### src/rtl/core/pfrr_pkg.sv
// Shared types and constants for the parameter frame receiver and responder.
`timescale 1ns / 1ps

package pfrr_pkg;

  // Frame bytes
  localparam logic [7:0] HDR        = 8'hAA;
  localparam logic [7:0] ADDR_OUT   = 8'hFF;
  localparam logic [7:0] FN_READ    = 8'hE1;
  localparam logic [7:0] FN_WRITE   = 8'hE2;
  localparam logic [7:0] FN_ACK     = 8'h00;
  localparam logic [7:0] LEN_READ   = 8'd6;
  localparam logic [7:0] LEN_ACK    = 8'd3;

  // Receive buffer and reply layout
  localparam int         KEPT_BYTES = 6;
  localparam int         BODY_SLOTS = 10;
  localparam logic [3:0] BODY_READ  = 4'd10;
  localparam logic [3:0] BODY_ACK   = 4'd7;

  // Table entry that comes out of reset with a nonzero value
  localparam int          DEFAULT_ID  = 12;
  localparam logic [31:0] DEFAULT_VAL = 32'd123;

  typedef enum logic [2:0] {
    PH_HUNT,
    PH_ADDR,
    PH_FUNC,
    PH_LEN,
    PH_DATA,
    PH_SUM,
    PH_ACC
  } pfrr_phase_t;

  // Request from the parser for one good frame
  typedef struct packed {
    logic        valid;
    logic        is_read;
    logic [15:0] id;
    logic [31:0] wval;
    logic [7:0]  rsum;
    logic [7:0]  racc;
  } pfrr_req_t;

  // Reply job handed to the transmitter
  typedef struct packed {
    logic        valid;
    logic        is_read;
    logic [15:0] id;
    logic [31:0] value;
    logic [7:0]  rsum;
    logic [7:0]  racc;
  } pfrr_job_t;

endpackage

### src/rtl/core/pfrr_if.sv
// Stream interfaces for received bytes and reply bytes.
`timescale 1ns / 1ps

interface pfrr_rx_if;
  logic       valid;
  logic       ready;
  logic [7:0] rx_byte;

  modport source (output valid, output rx_byte, input ready);
  modport sink   (input valid, input rx_byte, output ready);
endinterface

interface pfrr_tx_if;
  logic       valid;
  logic       ready;
  logic [7:0] tx_byte;
  logic       tx_last;

  modport source (output valid, output tx_byte, output tx_last, input ready);
  modport sink   (input valid, input tx_byte, input tx_last, output ready);
endinterface

### src/rtl/core/pfrr_ram.sv
// Generic single-port-write, single-port-read RAM with registered read data.
`timescale 1ns / 1ps

module pfrr_ram #(
  parameter int WIDTH = 32,
  parameter int DEPTH = 13
) (
  input  logic                                    clk,
  input  logic                                    we,
  input  logic [((DEPTH > 1) ? $clog2(DEPTH) : 1)-1:0] waddr,
  input  logic [WIDTH-1:0]                        wdata,
  input  logic                                    re,
  input  logic [((DEPTH > 1) ? $clog2(DEPTH) : 1)-1:0] raddr,
  output logic [WIDTH-1:0]                        rdata
);

  logic [WIDTH-1:0] mem [DEPTH];

  always_ff @(posedge clk) begin
    if (we) begin
      mem[waddr] <= wdata;
    end
    if (re) begin
      rdata <= mem[raddr];
    end
  end

endmodule

### src/rtl/core/pfrr_parse.sv
// Frame parser: header hunt, running checksums, receive buffer, frame check.
`timescale 1ns / 1ps

module pfrr_parse #(
  parameter int MAX_PAYLOAD = 50
) (
  input  logic              clk,
  input  logic              rst,
  pfrr_rx_if.sink           rx,
  input  logic              hold,
  output pfrr_pkg::pfrr_req_t req
);
  import pfrr_pkg::*;

  localparam int LEN_W = $clog2(MAX_PAYLOAD + 1);
  localparam int PC_W  = $clog2(MAX_PAYLOAD + 3);

  pfrr_phase_t      phase, phase_next;
  logic [7:0]       func;
  logic [LEN_W-1:0] len;
  logic [PC_W-1:0]  pcount;
  logic [7:0]       sum, acc, rx_sum;
  logic [7:0]       kept [KEPT_BYTES];
  logic [7:0]       kept_upd [KEPT_BYTES];

  logic       beat, oversize, data_done, check_ok, fn_known;
  logic       start, add_en, keep_en, take_func, take_len, take_rxsum, frame_end;
  logic [7:0] b, sum_add, acc_add;

  assign b         = rx.rx_byte;
  assign beat      = rx.valid && rx.ready;
  assign oversize  = {1'b0, b} > 9'(MAX_PAYLOAD);
  assign data_done = ((PC_W+1)'(pcount) + (PC_W+1)'(1)) >= (PC_W+1)'(len);
  assign sum_add   = sum + b;
  assign acc_add   = acc + sum_add;
  assign check_ok  = (rx_sum == sum) && (b == acc);
  assign fn_known  = (func == FN_READ) || (func == FN_WRITE);

  // Next phase
  always_comb begin
    phase_next = phase;
    unique case (phase)
      PH_HUNT: if (beat && b == HDR) phase_next = PH_ADDR;
      PH_ADDR: if (beat) phase_next = PH_FUNC;
      PH_FUNC: if (beat) phase_next = PH_LEN;
      PH_LEN: begin
        if (beat) begin
          if (oversize) phase_next = PH_HUNT;
          else if (b == 8'd0) phase_next = PH_SUM;
          else phase_next = PH_DATA;
        end
      end
      PH_DATA: if (beat && data_done) phase_next = PH_SUM;
      PH_SUM:  if (beat) phase_next = PH_ACC;
      PH_ACC:  if (beat) phase_next = PH_HUNT;
      default: phase_next = PH_HUNT;
    endcase
  end

  // Per-phase controls
  always_comb begin
    start      = 1'b0;
    add_en     = 1'b0;
    keep_en    = 1'b0;
    take_func  = 1'b0;
    take_len   = 1'b0;
    take_rxsum = 1'b0;
    frame_end  = 1'b0;
    rx.ready   = 1'b1;
    unique case (phase)
      PH_HUNT: start = (b == HDR);
      PH_ADDR: add_en = 1'b1;
      PH_FUNC: begin
        add_en    = 1'b1;
        take_func = 1'b1;
      end
      PH_LEN: begin
        add_en   = !oversize;
        take_len = !oversize;
      end
      PH_DATA: begin
        add_en  = 1'b1;
        keep_en = 1'b1;
      end
      PH_SUM: begin
        keep_en    = 1'b1;
        take_rxsum = 1'b1;
      end
      PH_ACC: begin
        keep_en   = 1'b1;
        frame_end = 1'b1;
        // stall the closing byte while the previous reply job still waits
        rx.ready  = !hold;
      end
      default: ;
    endcase
  end

  always_comb begin
    for (int i = 0; i < KEPT_BYTES; i++) begin
      kept_upd[i] = (keep_en && pcount == PC_W'(i)) ? b : kept[i];
    end
  end

  always_ff @(posedge clk) begin
    if (rst) begin
      phase  <= PH_HUNT;
      func   <= '0;
      len    <= '0;
      pcount <= '0;
      sum    <= '0;
      acc    <= '0;
      rx_sum <= '0;
      for (int i = 0; i < KEPT_BYTES; i++) kept[i] <= '0;
    end else begin
      phase <= phase_next;
      if (beat) begin
        if (start) begin
          sum    <= HDR;
          acc    <= HDR;
          pcount <= '0;
          len    <= '0;
        end
        if (add_en) begin
          sum <= sum_add;
          acc <= acc_add;
        end
        if (take_func) func <= b;
        if (take_len) len <= LEN_W'(b);
        if (take_rxsum) rx_sum <= b;
        if (keep_en) begin
          pcount <= pcount + PC_W'(1);
          kept   <= kept_upd;
        end
      end
    end
  end

  assign req.valid   = beat && frame_end && check_ok && fn_known;
  assign req.is_read = (func == FN_READ);
  assign req.id      = {kept_upd[1], kept_upd[0]};
  assign req.wval    = {kept_upd[5], kept_upd[4], kept_upd[3], kept_upd[2]};
  assign req.rsum    = rx_sum;
  assign req.racc    = b;

endmodule

### src/rtl/core/pfrr_table.sv
// Parameter table: RAM with valid bits, read/write issue and one pending reply job.
`timescale 1ns / 1ps

module pfrr_table #(
  parameter int TABLE_ENTRIES = 13
) (
  input  logic                clk,
  input  logic                rst,
  input  pfrr_pkg::pfrr_req_t req,
  input  logic                take,
  output pfrr_pkg::pfrr_job_t job
);
  import pfrr_pkg::*;

  localparam int IDX_W = (TABLE_ENTRIES > 1) ? $clog2(TABLE_ENTRIES) : 1;

  logic             in_range, we, re;
  logic [IDX_W-1:0] idx;
  logic [31:0]      rdata;
  logic             vld [TABLE_ENTRIES];

  logic             pend_valid, pend_read, pend_hit, pend_vld;
  logic [IDX_W-1:0] pend_idx;
  logic [15:0]      pend_id;
  logic [7:0]       pend_rsum, pend_racc;
  logic             pend_default;

  assign in_range = req.id < 16'(TABLE_ENTRIES);
  assign idx      = req.id[IDX_W-1:0];
  assign we       = req.valid && !req.is_read && in_range;
  assign re       = req.valid && req.is_read && in_range;

  pfrr_ram #(
    .WIDTH (32),
    .DEPTH (TABLE_ENTRIES)
  ) u_ram (
    .clk   (clk),
    .we    (we),
    .waddr (idx),
    .wdata (req.wval),
    .re    (re),
    .raddr (idx),
    .rdata (rdata)
  );

  // valid bits: an entry never written reads as its reset value
  always_ff @(posedge clk) begin
    if (rst) begin
      for (int i = 0; i < TABLE_ENTRIES; i++) vld[i] <= 1'b0;
    end else if (we) begin
      vld[idx] <= 1'b1;
    end
  end

  always_ff @(posedge clk) begin
    if (rst) begin
      pend_valid <= 1'b0;
    end else if (req.valid) begin
      pend_valid <= 1'b1;
    end else if (take) begin
      pend_valid <= 1'b0;
    end
  end

  always_ff @(posedge clk) begin
    if (req.valid) begin
      pend_read <= req.is_read;
      pend_hit  <= in_range;
      pend_vld  <= vld[idx];
      pend_idx  <= idx;
      pend_id   <= req.id;
      pend_rsum <= req.rsum;
      pend_racc <= req.racc;
    end
  end

  assign pend_default = (DEFAULT_ID < TABLE_ENTRIES) && (16'(pend_idx) == 16'(DEFAULT_ID));

  always_comb begin
    job.valid   = pend_valid;
    job.is_read = pend_read;
    job.id      = pend_id;
    job.rsum    = pend_rsum;
    job.racc    = pend_racc;
    if (!pend_hit) job.value = '0;
    else if (pend_vld) job.value = rdata;
    else if (pend_default) job.value = DEFAULT_VAL;
    else job.value = '0;
  end

endmodule

### src/rtl/core/pfrr_reply.sv
// Reply transmitter: serializes one reply frame and appends its checksums.
`timescale 1ns / 1ps

module pfrr_reply (
  input  logic                clk,
  input  logic                rst,
  input  pfrr_pkg::pfrr_job_t job,
  output logic                take,
  pfrr_tx_if.source           tx
);
  import pfrr_pkg::*;

  logic       busy, beat, last;
  logic [3:0] cnt, len;
  logic [7:0] sum, acc, cur;
  logic [7:0] body [BODY_SLOTS];

  always_comb begin
    if (cnt == len) cur = sum;
    else if (cnt == len + 4'd1) cur = acc;
    else cur = body[cnt];
  end

  assign last       = (cnt == len + 4'd1);
  assign tx.valid   = busy;
  assign tx.tx_byte = cur;
  assign tx.tx_last = last;
  assign beat       = tx.valid && tx.ready;
  assign take       = job.valid && (!busy || (beat && last));

  always_ff @(posedge clk) begin
    if (rst) begin
      busy <= 1'b0;
      cnt  <= '0;
      len  <= '0;
    end else if (take) begin
      busy <= 1'b1;
      cnt  <= '0;
      len  <= job.is_read ? BODY_READ : BODY_ACK;
    end else if (beat) begin
      if (last) busy <= 1'b0;
      else cnt <= cnt + 4'd1;
    end
  end

  // checksums accumulate over the body bytes only
  always_ff @(posedge clk) begin
    if (take) begin
      sum <= '0;
      acc <= '0;
    end else if (beat && cnt < len) begin
      sum <= sum + cur;
      acc <= acc + sum + cur;
    end
  end

  always_ff @(posedge clk) begin
    if (take) begin
      body[0] <= HDR;
      body[1] <= ADDR_OUT;
      if (job.is_read) begin
        body[2] <= FN_WRITE;
        body[3] <= LEN_READ;
        body[4] <= job.id[7:0];
        body[5] <= job.id[15:8];
        body[6] <= job.value[7:0];
        body[7] <= job.value[15:8];
        body[8] <= job.value[23:16];
        body[9] <= job.value[31:24];
      end else begin
        body[2] <= FN_ACK;
        body[3] <= LEN_ACK;
        body[4] <= FN_WRITE;
        body[5] <= job.rsum;
        body[6] <= job.racc;
        body[7] <= '0;
        body[8] <= '0;
        body[9] <= '0;
      end
    end
  end

endmodule

### src/rtl/core/param_frame_receiver_responder.sv
// Top level of the parameter frame receiver and responder.
`timescale 1ns / 1ps
//
//  Channel | Dir | Payload          | Beat meaning
//  --------+-----+------------------+-------------------------------------------
//  rx      | in  | rx_byte[7:0]     | one received serial byte
//  tx      | out | tx_byte, tx_last | one reply byte; tx_last on the acc byte
//
//  Received bytes are taken one per cycle. The closing acc byte of a frame is
//  held off only while the previous reply job still waits for the transmitter,
//  so the input stalls only when replies back up behind a busy tx channel.
//  A reply leaves one byte per cycle while tx is ready: 12 bytes for a read
//  reply, 9 for an ack. When the transmitter is free, the job and the table
//  read are registered first, and the transmitter then loads the frame and
//  offers its first beat. The table is a RAM with registered read data;
//  per-entry valid bits give the reset contents (zero, entry 12 = 123), so no
//  clearing pass runs after reset. Reset (rst, synchronous) returns the
//  parser to the header hunt and drops any queued reply.

module param_frame_receiver_responder #(
  parameter int MAX_PAYLOAD   = 50,
  parameter int TABLE_ENTRIES = 13
) (
  input logic       clk,
  input logic       rst,
  pfrr_rx_if.sink   rx,
  pfrr_tx_if.source tx
);
  import pfrr_pkg::*;

  pfrr_req_t req;
  pfrr_job_t job;
  logic      take;

  // Parse frames, check the sum and acc bytes, raise one request per good frame
  pfrr_parse #(
    .MAX_PAYLOAD (MAX_PAYLOAD)
  ) u_parse (
    .clk  (clk),
    .rst  (rst),
    .rx   (rx),
    .hold (job.valid),
    .req  (req)
  );

  // Read or write the table entry and hold the resulting reply job
  pfrr_table #(
    .TABLE_ENTRIES (TABLE_ENTRIES)
  ) u_table (
    .clk  (clk),
    .rst  (rst),
    .req  (req),
    .take (take),
    .job  (job)
  );

  // Send the reply frame beat by beat
  pfrr_reply u_reply (
    .clk  (clk),
    .rst  (rst),
    .job  (job),
    .take (take),
    .tx   (tx)
  );

endmodule
### src/flat_wrapper.sv
// flat-port wrapper written by rule: the top's interface ports become plain ports
module param_frame_receiver_responder_flat import pfrr_pkg::*;
#(
  parameter int MAX_PAYLOAD   = 50,
  parameter int TABLE_ENTRIES = 13
)
  (clk, rst, rx_valid, rx_rx_byte, rx_ready, tx_valid, tx_tx_byte, tx_tx_last, tx_ready);
  pfrr_rx_if rx_i ();
  pfrr_tx_if tx_i ();
  input logic clk;
  input logic rst;
  input wire logic [$bits(rx_i.valid)-1:0] rx_valid;
  input wire logic [$bits(rx_i.rx_byte)-1:0] rx_rx_byte;
  output wire logic [$bits(rx_i.ready)-1:0] rx_ready;
  output wire logic [$bits(tx_i.valid)-1:0] tx_valid;
  output wire logic [$bits(tx_i.tx_byte)-1:0] tx_tx_byte;
  output wire logic [$bits(tx_i.tx_last)-1:0] tx_tx_last;
  input wire logic [$bits(tx_i.ready)-1:0] tx_ready;
  assign rx_i.valid = rx_valid;
  assign rx_i.rx_byte = rx_rx_byte;
  assign rx_ready = rx_i.ready;
  assign tx_valid = tx_i.valid;
  assign tx_tx_byte = tx_i.tx_byte;
  assign tx_tx_last = tx_i.tx_last;
  assign tx_i.ready = tx_ready;
  param_frame_receiver_responder #(.MAX_PAYLOAD(MAX_PAYLOAD), .TABLE_ENTRIES(TABLE_ENTRIES)) u_core (.clk(clk), .rst(rst), .rx(rx_i), .tx(tx_i));
endmodule
### config.mk
export PLATFORM = sky130hd
export DESIGN_NAME = param_frame_receiver_responder_flat
export DESIGN_NICKNAME = d
export VERILOG_FILES = /design/src/rtl/core/pfrr_pkg.sv /design/src/rtl/core/pfrr_if.sv /design/src/rtl/core/pfrr_ram.sv /design/src/rtl/core/pfrr_parse.sv /design/src/rtl/core/pfrr_table.sv /design/src/rtl/core/pfrr_reply.sv /design/src/rtl/core/param_frame_receiver_responder.sv /design/src/flat_wrapper.sv
export SDC_FILE = /design/constraint.sdc
export NUM_CORES = 1
export LEC_CHECK = 0
export BUFFER_PORTS_ARGS = -buffer_cell sky130_fd_sc_hd__buf_2
export CAP_MARGIN = 10
export CORE_MARGIN = 2
export CORE_UTILIZATION = 56
export CTS_BUF_LIST = sky130_fd_sc_hd__clkbuf_8
export DETAILED_ROUTE_END_ITERATION = 10
export PLACE_DENSITY = 0.71
export REMOVE_ABC_BUFFERS = 1
export SLEW_MARGIN = 20
export SYNTH_ARGS = -nofsm -noshare
export SYNTH_HDL_FRONTEND = slang
export SYNTH_SLANG_ARGS = --single-unit
### constraint.sdc
create_clock -name clk -period 6.45 [get_ports clk]
set_input_delay 1.6125 -clock clk [delete_from_list [all_inputs] [get_ports clk]]
set_output_delay 1.6125 -clock clk [all_outputs]
set_load 0.005 [all_outputs]
Word level (Yosys, flattened, before mapping)
Memory sizes are Yosys's and may differ from the RTL's. A register that Yosys moved wholly into a read port is not among the register bits.
Index checks and enable logic that the tools add are counted.
{"block": "word_totals", "register_bits": 159, "ramBits": 509, "in_bits": 12, "elab_cells": 193, "memories": 3}
{"block": "op_classes", "addsub": 9, "magnitude_cmp": 4, "n_eq_ne": 26, "n_mux": 68, "bitwise": 9, "n_reduce_logical": 49}
{"memory": "u_core.u_table.u_ram.mem", "words": 13, "width": 32, "read_ports": 1, "rd_ports_with_merged_regs": 1, "write_ports": 1, "line": "pfrr_ram.sv:17", "text": "logic [WIDTH-1:0] mem [DEPTH];"}
{"memory": "u_core.u_reply.body", "words": 10, "width": 8, "read_ports": 1, "rd_ports_with_merged_regs": 1, "write_ports": 10, "line": "pfrr_reply.sv:16", "text": "logic [7:0] body [BODY_SLOTS];"}
{"memory": "u_core.u_table.vld", "words": 13, "width": 1, "read_ports": 1, "rd_ports_with_merged_regs": 1, "write_ports": 13, "line": "pfrr_table.sv:20", "text": "logic vld [TABLE_ENTRIES];"}
{"operator": "8-bit two-way mux", "count": 19}
{"operator": "32-bit two-way mux", "count": 2}
{"operator": "8-bit adder", "count": 5}
{"operator": "1-bit two-way mux", "count": 29}
{"operator": "8-bit equality test, second input constant", "count": 3}
{"operator": "3-bit two-way mux", "count": 8}
{"operator": "1-bit logical AND", "count": 21}
{"operator": "3-bit case mux with 7 select lines", "count": 1}
{"operator": "6-bit two-way mux", "count": 3}
{"operator": "8-bit equality test", "count": 2}
{"operator": "16-bit by 4-bit less-than comparator with 1-bit output, second input constant", "count": 1}
{"operator": "4-bit two-way mux", "count": 4}
{"operator": "2-bit AND reduction", "count": 8}
{"operator": "2-bit inequality test, second input constant", "count": 7}
{"operator": "6-bit by 2-bit equality test with 1-bit output, second input constant", "count": 2}
{"operator": "6-bit by 3-bit equality test with 1-bit output, second input constant", "count": 2}
{"operator": "2-bit nonzero test", "count": 6}
{"operator": "3-bit equality test, second input constant", "count": 3}
{"operator": "4-bit by 1-bit adder with 4-bit output, second input constant", "count": 2}
{"operator": "4-bit equality test", "count": 2}
{"operator": "8-bit by 6-bit > comparator with 1-bit output, second input constant", "count": 1}
{"operator": "8-bit logical NOT", "count": 1}
{"operator": "1-bit OR", "count": 8}
{"operator": "6-bit by 1-bit adder with 7-bit output, second input constant", "count": 1}
{"operator": "other kinds (18)", "count": 24}

Logic depth before layout (Yosys ltp)
Gate-level depths: netlist (run 1).
{"block": "logic_depth", "word_depth": 13, "mapped_depth": 20, "ltp_nobuf": 19}

Modules after synthesis
Synthesis (run 1) repeated with hierarchy kept, for this count alone.
{"block": "unflattened", "hier_cells": 1985, "hier_area_um2": 28803.9}
{"mod": "pfrr_ram", "n_inst": 1, "cells_each": 701, "area_each_um2": 16657.2, "seq_area_each_um2": 13452.9}
{"mod": "pfrr_parse", "n_inst": 1, "cells_each": 652, "area_each_um2": 5579.1, "seq_area_each_um2": 1901.8}
{"mod": "pfrr_reply", "n_inst": 1, "cells_each": 465, "area_each_um2": 4450.5, "seq_area_each_um2": 1801.7}
{"mod": "pfrr_table", "n_inst": 1, "cells_each": 167, "area_each_um2": 2117.0, "seq_area_each_um2": 1391.3}

Worst setup path after synthesis (run 1)
OpenSTA, ideal clock, no wires.
{"block": "synth_path", "path_kind": "in2reg", "start": "input rx_rx_byte[3]", "end": "memory u_core.u_table.u_ram.mem[0][0], enable pin", "setup_time_ps": 421, "arrival_time_ps": 4617, "slack_ps": 1411, "cell_stages": 8, "path_buffers": 3, "cell_sequence": "clkbuf_1 mux2i_1 clkbuf_1 inv_2 nor2_1 clkbuf_1 nand2_1 nor2_1"}
{"block": "synth_between", "elab_chain_cells": 8, "word_cells_on_any_way": 11, "cone_classes": "order compare: 1; eq/ne: 1; mux: 4; reduce/logical: 5"}
{"element": "from (decl)", "line": "flat_wrapper.sv:13", "text": "input wire logic [$bits(rx_i.rx_byte)-1:0] rx_rx_byte;"}
{"element": "parallel branches: the longest is 8 deep, another holds 16-bit by 4-bit less-than comparator with 1-bit output"}
{"element": "to (decl)", "line": "pfrr_ram.sv:17"}
Parallel ways; which one is timed is not known.

Final worst setup path (run 1)
{"block": "layout_path", "start": "register u_core.u_parse.pcount[0]", "end": "memory u_core.u_table.u_ram.mem[12][6], enable pin"}
{"block": "layout_between", "elab_chain_cells": 7, "word_cells_on_any_way": 10, "cone_classes": "order compare: 1; eq/ne: 1; mux: 4; reduce/logical: 4"}
{"element": "from (decl)", "line": "pfrr_parse.sv:21", "text": "logic [PC_W-1:0] pcount;"}
{"element": "from (signal assigned)", "line": "pfrr_parse.sv:132", "text": "pcount <= pcount + PC_W'(1);"}
{"element": "6-bit by 1-bit equality test with 1-bit output or 6-bit logical NOT (tied branches)", "line": "pfrr_parse.sv:101", "text": "kept_upd[i] = (keep_en && pcount == PC_W'(i)) ? b : kept[i];"}
{"element": "1-bit logical AND", "line": "pfrr_parse.sv:101"}
{"element": "8-bit two-way mux", "line": "pfrr_parse.sv:101"}
{"element": "16-bit by 4-bit less-than comparator with 1-bit output", "line": "pfrr_table.sv:28", "text": "assign in_range = req.id < 16'(TABLE_ENTRIES);"}
{"element": "1-bit logical AND", "line": "pfrr_table.sv:30", "text": "assign we = req.valid && !req.is_read && in_range;"}
{"element": "1-bit two-way mux", "line": "pfrr_ram.sv:20", "text": "if (we) begin"}
{"element": "1-bit two-way mux (not written as such)", "line": "pfrr_ram.sv:21", "text": "mem[waddr] <= wdata;"}
Parallel ways exist; a longest one is shown, timed or not.

==> impl_metrics.tcl, run 1 <==
set metrics [dict create \
    yosysTopAreaCellShare_pct 53.4 \
    synth_cell_type_count 69 \
    setup_slack_ns 1.61 \
    synth_common_cells "507 x edfxtp_1, 444 x nand2_1, 172 x nor2_1" \
    worstSkewPairLatency_ns 0.71 \
    max_freq_mhz 207 \
    synth.top_cells.by_area "edfxtp_1 53%, dfxtp_1 12%, nand2_1 5.8%" \
    clk_pin_slew_worst_paths_ns 0.06 \
    drv_cap 0 \
    relSlewSlack_pct 26.0 \
    ys_ff_latch 673 \
    required_ns 6.76 \
    syn_inst 2329 \
    async_flop_share_pct 0 \
    die_y_um 230 \
    rsz0062_at_grt "no" \
    synthFlopType "edfxtp_1" \
    path_max_fanout 33 \
    min_period_over_period_pct 75.1 \
    cp-startpoint "u_core.u_parse.pcount[0]" \
    die-area_um2 52700 \
    r2r-end "u_core.u_table.u_ram.mem[12][6]" \
    fin_skew_ns 0.0367 \
    htreeDepth 3 \
    critPathLaunchType "register" \
    grt_pass1_wl_mm 105 \
    fin_nets 2424 \
    syn_avg_cell_area_um2 12.2 \
    ctsHoldBuffers 0 \
    peakVddDrop_mv 0.221 \
    crit_type "register to register" \
    p_leak_nw 11.3 \
    synth_edf_count 507 \
    dr.first_iter.drc_count 1949 \
    synth_most_common_cell "edfxtp_1" \
    worst_pin_slew_ns 1.11 \
    place_hpwl_mm 42.1 \
    core_um2 50200 \
    grt_pass1_vias 18400 \
    stdcell_area_um2 31400 \
    die-width_um 230 \
    grtUsageTotal_pct 26.0 \
    dpl_cell_area_um2 29300 \
    maxSlewViolCount 0 \
    cts_sinks 673 \
    cts_buffer_depth 3 \
    io_pins 23 \
    detail_route.drc_violations 0 \
    cts_buffers 104 \
    finalPower_mw 7.99 \
    io_buffers 22 \
    post-place-cells 2918 \
    rows 82 \
    yosys.area.top_type "edfxtp_1" \
    ys_warn_count 0 \
    cp.arrival_ns 5.15 \
    synth_seq_area_share_pct 65.1 \
    p_per_area_nw_per_um2 254 \
    hold_viol_final 0 \
    antenna_found_initial 4 \
    r2r_setup_slack_ns 1.61 \
    dr.pass1.iters 7 \
    layout-drive-gt1-share_pct 13.1 \
    tns_ns 0 \
    area_delta_synth_final_pct 10.3 \
    min_path_cells 0 \
    pre_cts_ws_ns 1.53 \
    globalRouteOverflowTotal 0 \
    drt_wl_total_mm 68.2 \
    antenna_cells 0 \
    gp_congestion 0.892 \
    worst-r2r-cell-count 8 \
    start_util_pct 56.8 \
    cp-end-kind "register" \
    antenna_left 0 \
    holdPathEnd "u_core.u_table.vld[14]" \
    status "complete, no violations" \
    post_cts_resized 0 \
    synth_area_um2 28500 \
    cts_tree "yes" \
    drt-wirelength-per-cell_um 21.9 \
    rr_startpoint "u_core.u_parse.pcount[0]" \
    hp-class "register to register" \
    worstHoldStart "u_core.u_table.vld[14]" \
    post_cts.repair.setup_buffers 0 \
    stdcell_count 3116 \
    viasPerCell 5.99 \
    min_period_ns 4.84 \
    cts_root_buffer "clkbuf_8" \
    setup_viol 0 \
    vias 18700 \
    grt_start_max_net_pins 89 \
]
## state kept, by name, indices dropped and copies added, names as in the netlist, 3 cells and up, named ones only
signal	flops
u_core.u_parse.acc	8
u_core.u_parse.func	8
u_core.u_parse.kept	48
u_core.u_parse.len	6
u_core.u_parse.pcount	6
u_core.u_parse.phase	3
u_core.u_parse.rx_sum	8
u_core.u_parse.sum	8
u_core.u_reply.acc	8
u_core.u_reply.body	50
u_core.u_reply.cnt	4
u_core.u_reply.len	3
u_core.u_reply.sum	8
u_core.u_table.pend_id	13
u_core.u_table.pend_idx	3
u_core.u_table.pend_racc	8
u_core.u_table.pend_rsum	8
u_core.u_table.u_ram.mem	416
u_core.u_table.u_ram.rdata	32
u_core.u_table.vld	16
## layout make-up
cell class | instances | area [µm²]
multi-input cells | 1453 | 9340
fillers | 3755 | 18700
clock buffers | 113 | 1560
flip-flops and latches | 673 | 18500
clock inverters | 80 | 402
repair buffers | 59 | 503
inverters | 66 | 253
well taps | 672 | 841
## worst max-delay path, cell delays in order (launching register included)
cell	delay [ns]
dfxtp_1	0.37
inv_1	0.10
ha_1	0.18
or3b_4	0.42
nor4_4	0.76
mux2i_4	0.77
inv_2	0.31
nor3_1	0.52
and4_2	0.99
## worst max path at each step
stage	end	slack (ns)	depth (start not counted)
after floorplan	u_core.u_table.u_ram.mem[1][0]	-6.55	4
after global routing	u_core.u_reply.acc[7]	1.27	17
after global placement	u_core.u_table.u_ram.mem[9][27]	1.58	9
after detailed placement	u_core.u_table.u_ram.mem[11][28]	1.53	9
after CTS	u_core.u_table.u_ram.mem[8][10]	1.58	8
final	u_core.u_table.u_ram.mem[12][6]	1.61	8
## power breakdown
part	switching, mW	internal, mW
sequential	0.000312	4.60
clock	1.64	1.70
combinational	0.0426	0.0135
total	1.68	6.30
## cell families after synthesis
| logic type | count (synthesis) | synth area share [%] |
|---|---|---|
| xor+xnor | 43 | 1.37 |
| buf+inv | 203 | 2.84 |
| mux | 115 | 5.97 |
| compound gates | 363 | 8.46 |
| flops | 673 | 65.1 |
| simple gates | 877 | 13.6 |
| fa+ha+maj | 55 | 2.70 |
## per-layer routing
layer	wire length [µm]	part of all wire (%)	up-vias	GRT usage, %
met5	0	0	-	0
met4	2080	3.0	0	9.09
met3	5210	7.6	128	4.69
met2	33000	48	728	42.8
met1	27900	41	9204	34.9
li1	-	-	8599	-
## placed cells by master, fill, tap and decap left out, types with 9 or more instances in the layout
cell type / n
buf_4: 32
inv_1: 94
nor2_1: 157
mux2i_1: 21
ha_1: 44
clkinv_1: 28
o31ai_1: 12
buf_2: 21
clkinv_2: 12
mux4_2: 39
nor2b_1: 14
nand2_1: 444
o21a_1: 9
edfxtp_1: 507
and2_1: 10
mux2_2: 51
a21o_1: 13
nor3_1: 75
o21ai_0: 31
a21oi_1: 106
nand3_1: 31
nand4_1: 16
xnor2_1: 28
a221o_1: 32
fa_1: 11
and3_1: 69
a211oi_1: 18
xor2_1: 14
dfxtp_1: 166
nor2_4: 14
clkbuf_8: 113
a22o_1: 18
a31oi_1: 83
## stage by stage
step,hold WS (ns),utilization (%)
detailed placement,0.343,58.5
global route,0.361,62.7
global placement,0.339,58.5
CTS,0.356,62.4
finish,0.356,62.7
floorplan,0.331,-
No activity file was read; power rests on OpenSTA's default activity.
==> run 2, diff against run 1 <==
Clock period 6.45 ns to 4.6 ns, I/O delays scaled along.
==> run 2 against run 1 <==
Total power increased by 41%. Clock skew decreased by 0.0048 ns. Sequential cell count unchanged. Die area unchanged. Clock-buffer cell count rose by 5. First-iteration DRC count is 1.2% higher. Sequential share of layout area fell by 0.55 points. Via count up 1.8%. Register-to-register slack got worse by 1.4 ns. Wire length increased by 0.96%. Maximum frequency up 11%.
==> impl_metrics.tcl, run 2 (synthesis gave the netlist of run 1 again) <==
set metrics [dict create \
    cp.arrival_ns 4.93 \
    die-area_um2 52700 \
    layout-drive-gt1-share_pct 14.3 \
    grt_use_met1_pct 35.3 \
    relSlewSlack_pct 28.3 \
    p_sw_mw 2.34 \
    drt_wl_total_mm 68.8 \
    fin_skew_ns 0.0319 \
    globalRouteOverflowTotal 0 \
    min_period_over_period_pct 95.1 \
    drt-wirelength-per-cell_um 21.8 \
    p_per_area_nw_per_um2 355 \
    rsz0062_at_grt "no" \
    detail_route.drc_violations 0 \
    path_cells "ha_1 -> xor3_1 -> nor4_4 -> buf_6 -> a211oi_1 -> a21oi_1 -> a21o_1 -> fa_1 -> inv_1 -> ha_1 -> inv_1 -> fa_1 -> nor2b_1 -> o21a_1 -> o21a_1 -> o311ai_1 -> a311o_1 -> o2111ai_1 -> o31ai_1" \
    final_cell_mix "507 x edfxtp_1, 444 x nand2_1, 166 x dfxtp_1" \
    cp-end-kind "register" \
    path_max_fanout 7 \
    die-width_um 230 \
    setup_viol 0 \
    largest_register "u_core.u_table.u_ram.mem" \
    tns_ns 0 \
    start_util_pct 56.8 \
    max_freq_mhz 229 \
    p_int_mw 8.92 \
    grtUsageTotal_pct 26.3 \
    antenna_found_initial 5 \
    cts_root_buffer "clkbuf_8" \
    grtUsageMet3_pct 5.43 \
    hp-class "register to register" \
    clk_pin_slew_worst_paths_ns 0.06 \
    fillers 3763 \
    min_period_ns 4.38 \
    reg_top3 "u_core.u_table.u_ram.mem: 416 flops, u_core.u_reply.body: 50 flops, u_core.u_parse.kept: 48 flops" \
    cts_tree "yes" \
    htreeDepth 3 \
    utilization_pct 63.3 \
    viasPerCell 6.02 \
    gr-max-usage-layer "met2" \
    p_leak_nw 11.5 \
    cts_buffer_depth 3 \
    cpLargestDelayFamily "compound AO/OA/AOI/OAI gates" \
    dr.pass1.iters 7 \
    gp_congestion 0.827 \
    status "complete, no violations" \
    p_seq_share_pct 57.2 \
    switching_share_pct 20.8 \
    path_buf_inv 3 \
    vias 19000 \
    hold_viol_final 0 \
    stdcell_count 3153 \
    required_ns 5.16 \
    place_hpwl_mm 41.1 \
    post-place-cells 2958 \
    critPathMaxStageDelay_ns 0.47 \
    ctsHoldBuffers 0 \
    core_um2 50200 \
    largest_register_ffs 416 \
    worst_pin_slew_ns 1.07 \
    die_y_um 230 \
    worstSkewPairLatency_ns 0.70 \
    power_frac_comb_pct 0.8 \
    final_common_cell "edfxtp_1" \
    io_buffers 22 \
    maxSlewViolCount 0 \
    rows 82 \
    grt_pass1_vias 18700 \
    cp_slowest_cell "fa_1" \
    io_pins 23 \
    peakVddDrop_mv 0.281 \
    antenna_left 0 \
    grt_util_met2_pct 42.6 \
    crit_type "register to register" \
    cts_buffers 106 \
    grt_pass1_wl_mm 107 \
    critPathLaunchType "register" \
    cts_sinks 673 \
    grt_start_max_net_pins 138 \
    fin_nets 2462 \
    dr.first_iter.drc_count 1973 \
    drv_cap 0 \
    p_clk_share_pct 42.0 \
    area_delta_synth_final_pct 11.3 \
]
[run 2: through the flow]
step / power [mW] / hold slack, ns / setup WS (ns) / cell area (µm²)
after floorplan: 6.60 / 0.331 / -8.33 / 27900
after global placement: 6.66 / 0.339 / 0.157 / 29700
after detailed placement: 6.66 / 0.340 / 0.152 / 29700
after CTS: 11.3 / 0.354 / 0.134 / 31700
after global routing: 11.6 / 0.358 / 0.00131 / 31700
final: 11.3 / 0.357 / 0.224 / 31700
[run 2: final cells by class]
type	instances	area, µm²	share of cell area [%]
Antenna cell	2	5.00	0.0158
Clock buffer	118	1620	5.12
Clock inverter	74	374	1.18
Inverter	66	253	0.796
Multi-Input combinational cell	1453	9330	29.4
Sequential cell	673	18500	58.4
Tap cell	672	841	2.65
Timing Repair Buffer	95	764	2.41
[run 2: layer usage]
metal / up-vias / wire length [µm]
met5: - / 31
met4: 4 / 1920
met3: 147 / 5600
met2: 804 / 33200
met1: 9358 / 28100
li1: 8676 / -
[run 2: final timing paths]
path,start,endpoint,slack [ns],depth (start not counted)
worst min-delay path,u_core.u_table.vld[13],u_core.u_table.vld[13],0.36,0
worst max register to register,u_core.u_reply.len[2],u_core.u_reply.acc[7],0.22,19
worst max-delay path,u_core.u_reply.len[2],u_core.u_reply.acc[7],0.22,19
worst min register to register,u_core.u_table.vld[13],u_core.u_table.vld[13],0.36,0
[run 2: power by group through the flow]
stage / clock (mW) / combinational, mW / sequential [mW]
2_1_floorplan: 0 / 0.0258 / 6.57
3_3_place_gp: 0 / 0.0880 / 6.57
3_5_place_dp: 0 / 0.0893 / 6.57
4_1_cts: 4.81 / 0.0897 / 6.44
5_1_grt: 5.08 / 0.0965 / 6.44
6_report: 4.73 / 0.0919 / 6.44
[run 2: what timing repair did]
action,in CTS,in global routing
setup buffers,0,1
gates resized for setup,0,2
setup endpoints to repair,0,1
==> run 3, diff against run 2 <==
Settings changed: CAP_MARGIN 10 to 5, CORE_UTILIZATION 56 to 55, PLACE_DENSITY 0.71 to 0.7.
==> run 3 against run 2 <==
Sequential share of layout area down 0.57 points. Via count down 0.37%. Clock power rose by 12%. Clock skew down 0.0063 ns. Non-clock buffer count is 9 higher. Critical path type unchanged.
==> impl_metrics.tcl, run 3 (synthesis gave the netlist of run 1 again) <==
set metrics [dict create \
    dr.pass1.iters 6 \
    cts_buffers 105 \
    detail_route.drc_violations 0 \
    cts_sinks 673 \
    drt-wirelength-per-cell_um 21.9 \
    die_y_um 232 \
    fin_nets 2470 \
    largest_register_ffs 416 \
    rr_startpoint "u_core.u_parse.pcount[0]" \
    crit_type "register to register" \
    hold_viol_final 0 \
    core_um2 51300 \
    relSlewSlack_pct 27.0 \
    final_common_cell "edfxtp_1" \
    io_buffers 22 \
    area_delta_synth_final_pct 12.4 \
    maxSlewViolCount 0 \
    setup_viol 0 \
    start_util_pct 55.6 \
    grtUsageTotal_pct 26.1 \
    clk_pin_slew_worst_paths_ns 0.06 \
    p_leak_nw 11.6 \
    drv_cap 0 \
    grt_pass1_vias 18500 \
    antenna_left 0 \
    hp-class "register to register" \
    die-width_um 232 \
    worst_pin_slew_ns 1.08 \
    pre_cts_ws_ns 0.237 \
    stdcell_area_um2 32000 \
    required_ns 4.95 \
    cts_tree "yes" \
    dpl_cell_area_um2 29800 \
    min_period_ns 4.28 \
    globalRouteOverflowTotal 0 \
    reg_top3 "u_core.u_table.u_ram.mem: 416 flops, u_core.u_reply.body: 50 flops, u_core.u_parse.kept: 48 flops" \
    p_per_area_nw_per_um2 370 \
    die-area_um2 53700 \
    max_freq_mhz 233 \
    grt_start_max_net_pins 138 \
    grt_pass1_wl_mm 107 \
    final_cell_mix "507 x edfxtp_1, 444 x nand2_1, 166 x dfxtp_1" \
    path_max_fanout 25 \
    cp-startpoint "u_core.u_parse.pcount[0]" \
    worstHoldStart "u_core.u_table.vld[15]" \
    rows 83 \
    fin_skew_ns 0.0256 \
    ctsHoldBuffers 0 \
    io_pins 23 \
    cts_root_buffer "clkbuf_8" \
    cp-end-kind "register" \
    place_hpwl_mm 42.1 \
    layout-drive-gt1-share_pct 15.2 \
    cp.arrival_ns 4.64 \
    viasPerCell 5.96 \
    cts_buffer_depth 3 \
    rsz0062_at_grt "no" \
    vias 18900 \
    setup_slack_ns 0.315 \
    worstSkewPairLatency_ns 0.71 \
    dr.first_iter.drc_count 1907 \
    critPathLaunchType "register" \
    min_period_over_period_pct 93.2 \
    drt_wl_total_mm 69.4 \
    gp_congestion 0.863 \
    largest_register "u_core.u_table.u_ram.mem" \
    antenna_found_initial 2 \
    status "complete, no violations" \
    peakVddDrop_mv 0.340 \
    htreeDepth 3 \
]
## run 3: cell count changes in the layout (fill, tap and decap cells not counted), moves of 2 or more
cell        previous run  this run
inv_1                104        90
buf_4                 65        76
bufinv_16              2        10
clkinv_2               9        17
clkinv_1              14        20
clkinvlp_4             4         2
## run 3: metal layers
metal	share of wire [%]	vias up	wire (µm)	GRT usage, %
met5	0.010	-	7	0
met4	3.3	2	2290	10.4
met3	7.8	174	5420	5.18
met2	47	778	32300	41.1
met1	42	9272	29400	35.9
li1	-	8692	-	-
## run 3: power by group
group	leakage [nW]	internal, mW	switching, mW
Clock	1.26	2.94	2.37
Sequential	5.80	6.44	0.000428
Combinational	4.58	0.0242	0.0705
## run 3: metrics by stage
step | util [%] | hold slack (ns) | instances | setup TNS (ns) | power (mW)
floorplan | - | 0.331 | 2192 | -3306.79 | 6.60
global placement | 58.1 | 0.339 | 2976 | 0 | 6.66
detailed placement | 58.1 | 0.342 | 2976 | 0 | 6.66
CTS | 62.5 | 0.354 | 3175 | 0 | 11.9
global route | 62.5 | 0.362 | 3176 | 0 | 12.2
finish | 62.5 | 0.356 | 3176 | 0 | 11.8
## run 3: final cells by class
class                   count  area [µm²]
diodes                      1        2.50
clock buffers             119        1640
clock inverters            80         609
fillers                  3861       19300
inverters                  66         253
multi-input cells        1453        9330
flip-flops and latches    673       18500
well taps                 680         851
repair buffers            104         816
## run 3: final timing paths
check,endpoint,slack [ns],depth (start not counted)
worst max-delay path,u_core.u_table.u_ram.mem[11][17],0.32,11
worst min-delay path,u_core.u_table.vld[15],0.36,0
worst max register to register,u_core.u_table.u_ram.mem[11][17],0.32,11
worst min register to register,u_core.u_table.vld[15],0.36,0
## run 3: what timing repair did
action,4_1_cts,5_1_grt
resized for setup,0,1
endpoints found under the setup margin,0,1
setup buffers,0,0
## run 3: critical path, cell delays in order, from the launching register on
cell and delay [ns]:
dfxtp_1 0.37, inv_1 0.10, ha_1 0.16, or3b_4 0.42, nor4_4 0.50, buf_4 0.29
mux2i_4 0.24, inv_1 0.14, nor2_4 0.65, nand2_1 0.46, nor2_4 0.19, buf_4 0.37
